$ cat src/hdl/sit_pkg.sv
// Shared types and constants of the sorted integer table.
// No dependencies; every other file of the block but sit_if imports this package.
`timescale 1ns / 1ps
`default_nettype none

package sit_pkg;

  // Cells are grouped in lanes of this many for the scan and the readout.
  localparam int unsigned SIT_LANE   = 16;
  localparam int unsigned SIT_LANE_W = 4;

  typedef enum logic [1:0] {
    ACT_ADD,
    ACT_FIND,
    ACT_DETACH,
    ACT_READ
  } action_e;

  typedef enum logic [1:0] {
    STAT_OK,
    STAT_NOT_FOUND,
    STAT_FULL,
    STAT_RANGE
  } status_e;

  typedef enum logic [1:0] {
    CELL_HOLD,
    CELL_INSERT,
    CELL_REMOVE
  } cell_op_e;

  typedef enum logic [2:0] {
    ST_IDLE,
    ST_CMP,
    ST_SEARCH,
    ST_SCAN,
    ST_FETCH,
    ST_PICK,
    ST_SHIFT,
    ST_DONE
  } state_e;

endpackage

`default_nettype wire

$ cat src/hdl/sit_cell.sv
// One storage cell of the table chain: holds an entry, shifts it to or from
// its neighbours and compares it with the broadcast key. Uses sit_pkg.
`timescale 1ns / 1ps
`default_nettype none

module sit_cell #(
  parameter int unsigned VALUE_WIDTH = 32,
  parameter int unsigned AW          = 8,
  parameter int unsigned CELL_IDX    = 0
) (
  input  wire logic                          clk_i,
  input  wire logic signed [VALUE_WIDTH-1:0] key_i,
  input  wire logic [AW-1:0]                 pos_i,
  input  wire sit_pkg::cell_op_e             op_i,
  input  wire logic signed [VALUE_WIDTH-1:0] left_i,
  input  wire logic signed [VALUE_WIDTH-1:0] right_i,
  output logic signed [VALUE_WIDTH-1:0]      value_o,
  output logic                               le_o,
  output logic                               eq_o
);
  import sit_pkg::*;

  logic signed [VALUE_WIDTH-1:0] value_q, value_d;
  logic                          le_q, ge_q;
  logic                          is_after, is_here;

  assign is_after = pos_i < AW'(CELL_IDX);
  assign is_here  = pos_i == AW'(CELL_IDX);

  always_comb begin
    value_d = value_q;
    unique case (op_i)
      CELL_INSERT: begin
        if (is_after) begin
          value_d = left_i;
        end else if (is_here) begin
          value_d = key_i;
        end
      end
      CELL_REMOVE: begin
        if (is_after || is_here) begin
          value_d = right_i;
        end
      end
      default: value_d = value_q;
    endcase
  end

  // The flags are registered and follow the key in the next cycle.
  always_ff @(posedge clk_i) begin
    value_q <= value_d;
    le_q    <= value_q <= key_i;
    ge_q    <= key_i <= value_q;
  end

  assign value_o = value_q;
  assign le_o    = le_q;
  assign eq_o    = le_q & ge_q;

endmodule

`default_nettype wire

$ cat config.mk
export PLATFORM = sky130hd
export DESIGN_NAME = sit_cell
export DESIGN_NICKNAME = d
export VERILOG_FILES = /design/src/hdl/sit_pkg.sv /design/src/hdl/sit_cell.sv
export SDC_FILE = /design/constraint.sdc
export NUM_CORES = 1
export LEC_CHECK = 0
export ABC_AREA = 1
export BUFFER_PORTS_ARGS = -buffer_cell sky130_fd_sc_hd__buf_2
export CAP_MARGIN = 20
export CORE_AREA = 2 2 58 100
export DETAILED_ROUTE_END_ITERATION = 16
export DIE_AREA = 0 0 60 102
export HOLD_SLACK_MARGIN = 0.15
export PLACE_DENSITY = 0.89
export SYNTH_ARGS = -nofsm -noshare
export SYNTH_HDL_FRONTEND = slang
export SYNTH_SLANG_ARGS = --single-unit
$ cat constraint.sdc
create_clock -name clk_i -period 7.7 [get_ports clk_i]
set_input_delay 0.385 -clock clk_i [delete_from_list [all_inputs] [get_ports clk_i]]
set_output_delay 0.385 -clock clk_i [all_outputs]
set_load 0.01 [all_outputs]
==> results of run 1 <==
==> critical path, stage by stage <==
cell	delay [ns]
buf_2	0.10
or2_2	0.53
a21oi_4	0.91
==> layout by cell type, fill, tap and decap left out <==
cell | synthesis | layout
edfxtp_1 | 32 | 32
o21ai_0 | 2 | 2
clkinv_1 | 0 | 1
clkinv_2 | 0 | 1
nor2_1 | 11 | 11
mux2_2 | 4 | 4
a21oi_4 | 0 | 1
buf_2 | 0 | 108
buf_16 | 0 | 1
inv_1 | 43 | 43
a21o_1 | 1 | 1
nand2_1 | 43 | 43
nand3_1 | 5 | 5
or2_2 | 0 | 1
nor4_1 | 2 | 2
dfxtp_1 | 2 | 2
nand4_1 | 2 | 2
clkbuf_8 | 0 | 5
ha_1 | 32 | 32
mux2_4 | 27 | 27
a21oi_1 | 16 | 15
clkbuf_1 | 0 | 1
o21a_1 | 2 | 2
==> power groups by stage <==
stage | logic (mW) | registers (mW) | clock network (mW)
2_1_floorplan | 0.0447 | 0.210 | 0
3_3_place_gp | 0.0688 | 0.209 | 0
3_5_place_dp | 0.0722 | 0.209 | 0
4_1_cts | 0.0729 | 0.205 | 0.130
5_1_grt | 0.0814 | 0.205 | 0.137
6_report | 0.0730 | 0.205 | 0.126
==> routing by layer <==
metal,up-vias,track usage
li1,997,-
met5,-,0
met4,0,0.0821
met1,894,0.180
met2,69,0.357
met3,8,0.0329
==> per-stage QoR <==
step | worst slack (ns) | utilization | total power, mW | instance area (um2)
floorplan | 4.77 | - | 0.254 | 2450
global placement | 5.11 | 0.572 | 0.278 | 3030
detailed placement | 5.02 | 0.572 | 0.281 | 3030
CTS | 5.33 | 0.587 | 0.407 | 3110
global route | 5.52 | 0.592 | 0.424 | 3140
finish | 5.66 | 0.592 | 0.404 | 3140
==> state kept, by name (all words and copies together) (netlist names) <==
signal   cells
ge_q         1
le_o         1
value_o     32
==> logic make-up after synthesis <==
| family | synth area share |
|---|---|
| AO/OA/AOI/OAI | 0.0459 |
| adder cells (fa/ha/maj) | 0.163 |
| buffers and inverters | 0.0929 |
| flip-flops | 0.408 |
| multiplexers | 0.184 |
| AND/OR/NAND/NOR | 0.106 |
==> final cells by class <==
class                           count  area, um2  area share
Tap cell                           74       92.6      0.0295
Multi-Input combinational cell    148       1230       0.393
Clock buffer                        6       72.6      0.0231
Sequential cell                    34       1000       0.319
Timing Repair Buffer              109        568       0.181
Inverter                           43        161      0.0514
Clock inverter                      2       8.76     0.00279
==> worst max path at each step <==
stage / startpoint / end / slack, ns
final: op_i[0] / value_o[13] / 5.66
after global routing: op_i[1] / value_o[13] / 5.52
after CTS: op_i[0] / value_o[13] / 5.33
after detailed placement: op_i[0] / value_o[17] / 5.02
after global placement: op_i[0] / value_o[17] / 5.11
after floorplan: op_i[1] / value_o[0] / 4.77
==> results.md, run 1 <==
* Flip-flop and latch count after synthesis at 34
* Slew headroom at 0.302
* H-tree levels at 2
* Startpoint Class: input pin
* WL met2 at 3120 um
* Post-CTS Repair Setup Buffers at 0
* Final Hold Vio Count at 0
* Grt total ovfl at 0
* Hold Slack at 0.405 ns
* Flop pwr share at 0.508
* Post-route setup TNS at 0 ns
* Final Cycle Share at 0.265
* Nature of the critical path endpoint: flop
* Initial antenna violation count at 0
* Synth Warn # at 0
* Via count at 1968
* Root Driver: clkbuf_8
* Worst skew pair latency at 0.28 ns
* Synth top area share at 0.392
* Mean area per synthesized cell at 10.7 um2
* Placed cell count at 407
* GRT Util Overall at 0.185
* Cts hold-fix bufs at 0
* Power per cell area at 129 nW/um2
* Critical path data arrival time at 1.94 ns
* Outcome: finished clean
* Met1 WL at 1890 um
* Post-CTS Resized at 0
* Post-synthesis sequential area ratio at 0.408
* Hold Path Sink: value_o[30]
* Int Pwr at 0.310 mW
* Routed len/inst at 12.8 um
* Cell area after synthesis at 2450 um2
* Post-synth top cells: inv_1, nand2_1, edfxtp_1, ha_1, mux2_4
* First-pass GRT wire length at 8540 um
* Worst Max-Slew Pin Slew at 1.04 ns
* Max Clk Rate at 490 MHz
* Final ANT Viol Nets at 0
* Final Net Count at 480
* Highest metal used: met4
* Area leader, netlist: edfxtp_1
* Reg2reg setup slack at 6.06 ns
* CP Data Required Time at 7.60 ns
* Synthesis-to-finish area growth at 28.0%
* Register-to-Register Path Depth at 9
* WL met3 at 197 um
* Clock transition at path regs at 0.08 ns
* Core region area at 5300 um2
* DR DRC count at 0
* Yosys cell types at 19
* Asr flop ratio synth at 0
* Die X at 60 um
* Dominant synthesized flop cell: edfxtp_1
* Synth area leaders: edfxtp_1, mux2_4, ha_1
* CP Class: input pin to flop
* Worst Hold Path Cells at 2
* CTS tree: yes
* Drt via density at 4.73
* Leak at 1.70 nW
* CTS Buf Count at 5
* Mapped Cells at 229
* IO Count at 141
* Routability cong. at 0.847
* Drt total wl at 5330 um
* Switch share at 0.233
* Switch Pwr at 0.0939 mW
* Hold_sp: right_i[30]
* Clock tree sinks at 34
* Share of layout cells above drive strength 1 at 0.433
* Total Die Area at 6120 um2
* Largest net degree at the start of global routing at 35
* Net Count, Synth at 368
* Rows at 35
* Initial Util at 0.463
* Starting DRC count in detailed routing at 27
* Final Max Tran Viols at 0
* Clock Power Share at 0.312
* Period minus WS final at 2.04 ns
* Max-cap viol count at 0
* Critical path fanouts, max at 32
* HP Class: input pin to flop
* Number of buffers added on ports at 108
* Critical R2R Launch: value_o[23]
* Final setup vio count at 0
* RSZ-0062 raised after global routing: false
* RR Endpoint: le_o
* Vias in the first global route at 2087
* Worst Skew at 0.00916 ns
* Antenna diodes at 0
* Detailed-placement wirelength estimate at 4330 um
* Router iterations before antenna repair at 4
* CTS max path bufs at 2
* Worst vdd ir at 0.0000804 V
* Die height at 102 um
* FILL cells at 467
* Comb pwr share at 0.181
* EDFF count, synth at 32
* Final cell count without fillers at 416
(Power assumes the default switching activity.)
==> inputs of run 2 (changes only) <==
--- a/config.mk
+++ b/config.mk
@@ -8,11 +8,11 @@
 export ABC_AREA = 1
 export BUFFER_PORTS_ARGS = -buffer_cell sky130_fd_sc_hd__buf_2
 export CAP_MARGIN = 20
-export CORE_AREA = 2 2 58 100
+export CORE_AREA = 2 2 63 109
 export DETAILED_ROUTE_END_ITERATION = 16
-export DIE_AREA = 0 0 60 102
+export DIE_AREA = 0 0 65 111
 export HOLD_SLACK_MARGIN = 0.15
-export PLACE_DENSITY = 0.89
+export PLACE_DENSITY = 0.81
 export SYNTH_ARGS = -nofsm -noshare
 export SYNTH_HDL_FRONTEND = slang
 export SYNTH_SLANG_ARGS = --single-unit
==> constraint.sdc (replaced) <==
create_clock -name clk_i -period 1.7 [get_ports clk_i]
set_input_delay 0.085 -clock clk_i [delete_from_list [all_inputs] [get_ports clk_i]]
set_output_delay 0.085 -clock clk_i [all_outputs]
set_load 0.01 [all_outputs]
==> run 2 against run 1 <==
  * Clock-buffer cell count increased by 2
  * Core utilization is 1.5 points higher
  * Routed wire length grew 21%
  * Final cell count is 18% higher
  * Sequential share of layout area shrank 6.1 points
  * First-iteration DRC count increased by 120%
  * Global-route usage down 0.29 points
  * Largest power group unchanged
  * Worst setup slack lost 5.6 ns
  * Critical endpoint is now value_o[5]
==> results.md, run 2 (synthesis results as in run 1) <==
* Share of layout cells above drive strength 1 at 0.394 (-0.0391)
* Flop pwr share at 0.412 (-0.096)
* Register-to-Register Path Depth at 10 (+1)
* Final setup vio count at 0 (unchanged)
* Placed cell count at 420 (+3.2%)
* Switch Pwr at 0.475 mW (+410%)
* Worst Hold Path Cells at 2 (unchanged)
* Root Driver: clkbuf_16
* Leak at 2.00 nW (+18%)
* Clock tree sinks at 34 (unchanged)
* Drt total wl at 6430 um (+21%)
* Critical R2R Launch: value_o[27]
* Int Pwr at 1.78 mW (+480%)
* Hold Slack at 0.158 ns (-0.247 ns)
* First-pass GRT wire length at 10200 um (+19%)
* M1 GR Usage at 0.164 (-0.0155)
* Core region area at 6390 um2 (+21%)
* H-tree levels at 2 (unchanged)
* Nature of the critical path endpoint: flop
* Clock Power Share at 0.377 (+0.065)
* Period minus WS final at 1.66 ns
* Final Cycle Share at 0.975
* Vias in the first global route at 2431 (+16%)
* CTS tree: yes
* Commonest non-fill, non-tap cell in the layout: buf_2
* Worst skew pair latency at 0.27 ns (about the same)
* Routability cong. at 0.789 (-6.9%)
* Initial Util at 0.383 (-0.0791)
* Reg2reg setup slack at 0.13 ns (-5.93 ns)
* Switch share at 0.210 (-0.0223)
* Max reg flops at 32 (unchanged)
* Routed len/inst at 13.1 um (+2.1%)
* Via count at 2256 (+15%)
* Worst Max-Slew Pin Slew at 0.304 ns (-0.740 ns)
* Final Max Tran Viols at 0 (unchanged)
* Final Hold Vio Count at 0 (unchanged)
* Grt total ovfl at 0 (unchanged)
* Power per cell area at 581 nW/um2 (+350%)
* GRT Util Overall at 0.182 (-0.00290)
* Worst vdd ir at 0.000519 V (+550%)
* Critical path data arrival time at 1.67 ns (-0.27 ns)
* Max-cap viol count at 0 (unchanged)
* Layout Utilization at 0.608 (+0.0153)
* Final ANT Viol Nets at 0 (unchanged)
* Detailed-placement wirelength estimate at 4500 um (+3.8%)
* Final Net Count at 547 (+14%)
* Worst Skew at 0.00551 ns (-0.00364 ns)
* Met2 GRT Util at 0.360 (+0.00311)
* Router iterations before antenna repair at 4 (unchanged)
* Synthesis-to-finish area growth at 58.4%
* Max Clk Rate at 603 MHz
* Startpoint Class: input pin
* Post-route setup TNS at 0 ns (unchanged)
* Largest net degree at the start of global routing at 18 (-49%)
* Worst Setup SP: op_i[0]
* Die X at 65 um (+8.3%)
* CP Data Required Time at 1.72 ns (-5.88 ns)
* CTS max path bufs at 2 (unchanged)
* CTS Buf Count at 5 (unchanged)
* Met3 usage at 0.0264 (-0.00652)
* Setup crit end: value_o[5]
* Critical path fanouts, max at 17 (-47%)
* Total Die Area at 7220 um2 (+18%)
* Drt via density at 4.59 (-2.9%)
* Slew headroom at 0.797 (+0.495)
* CP Class: input pin to flop
* Most frequent cells in the layout: buf_2, dlygate4sd3_1, inv_1
* Outcome: finished clean
* Final cell count without fillers at 491 (+18%)
* Pwr Total at 2.26 mW (+460%)
* Top Usage Layer GRT: met2
* Initial antenna violation count at 0 (unchanged)
* IO Count at 141 (unchanged)
* DR DRC count at 0 (unchanged)
* Starting DRC count in detailed routing at 59 (+120%)
* Number of buffers added on ports at 108 (unchanged)
* HP Class: input pin to flop
* Die height at 111 um (+8.8%)
* Antenna diodes at 0 (unchanged)
* RR Endpoint: ge_q
* Clock transition at path regs at 0.05 ns (-0.03 ns)
* Comb pwr share at 0.211 (+0.030)
* RSZ-0062 raised after global routing: true
* Rows at 39 (+11%)
-- run 2: worst min-delay path by stage --
stage | end | from | slack [ns]
floorplan | value_o[23] | key_i[23] | 0.30
global placement | value_o[29] | right_i[29] | 0.39
detailed placement | value_o[21] | right_i[21] | 0.39
CTS | value_o[18] | key_i[18] | 0.15
global route | value_o[14] | key_i[14] | 0.16
finish | value_o[14] | key_i[14] | 0.16
-- run 2: cell type report --
| type | count | area, um2 |
|---|---|---|
| multi-input combinational | 148 | 1250 |
| clock buffer | 8 | 136 |
| timing repair buffer | 176 | 1230 |
| fill | 523 | 2510 |
| inverter | 43 | 161 |
| tap | 82 | 103 |
| sequential | 34 | 1000 |
-- run 2: power groups by stage --
stage	clock network (mW)	logic [mW]	registers (mW)
after CTS	0.887	0.462	0.930
final	0.850	0.477	0.930
after detailed placement	0	0.331	0.947
after global routing	0.903	0.521	0.930
after global placement	0	0.318	0.947
after floorplan	0	0.204	0.949
-- run 2: per-stage QoR --
step | setup WS, ns | area [um2]
3_3_place_gp | 0.120 | 3100
3_5_place_dp | 0.101 | 3100
2_1_floorplan | 0.109 | 2460
5_1_grt | -0.0251 | 3880
6_report | 0.0422 | 3880
4_1_cts | 0.0683 | 3840
-- run 2: timing repair --
action                                 in CTS  in global routing
resized for setup                           0                  8
endpoints found under the hold margin      31                  1
hold buffers                               60                  1
setup endpoints to repair                   0                  2
setup buffers                               0                  2
-- run 2: routing by layer --
layer	up-vias	routed length, um	part of all wire
met5	-	0	0
met4	0	225	0.035
met3	16	220	0.034
met2	69	3750	0.58
met1	1039	2230	0.35
li1	1132	-	-
-- run 2: critical path, stage by stage --
cell and delay, ns:
buf_2 0.10, or2_2 0.33, buf_4 0.25, mux2_4 0.33
dlygate4sd3_1 0.57
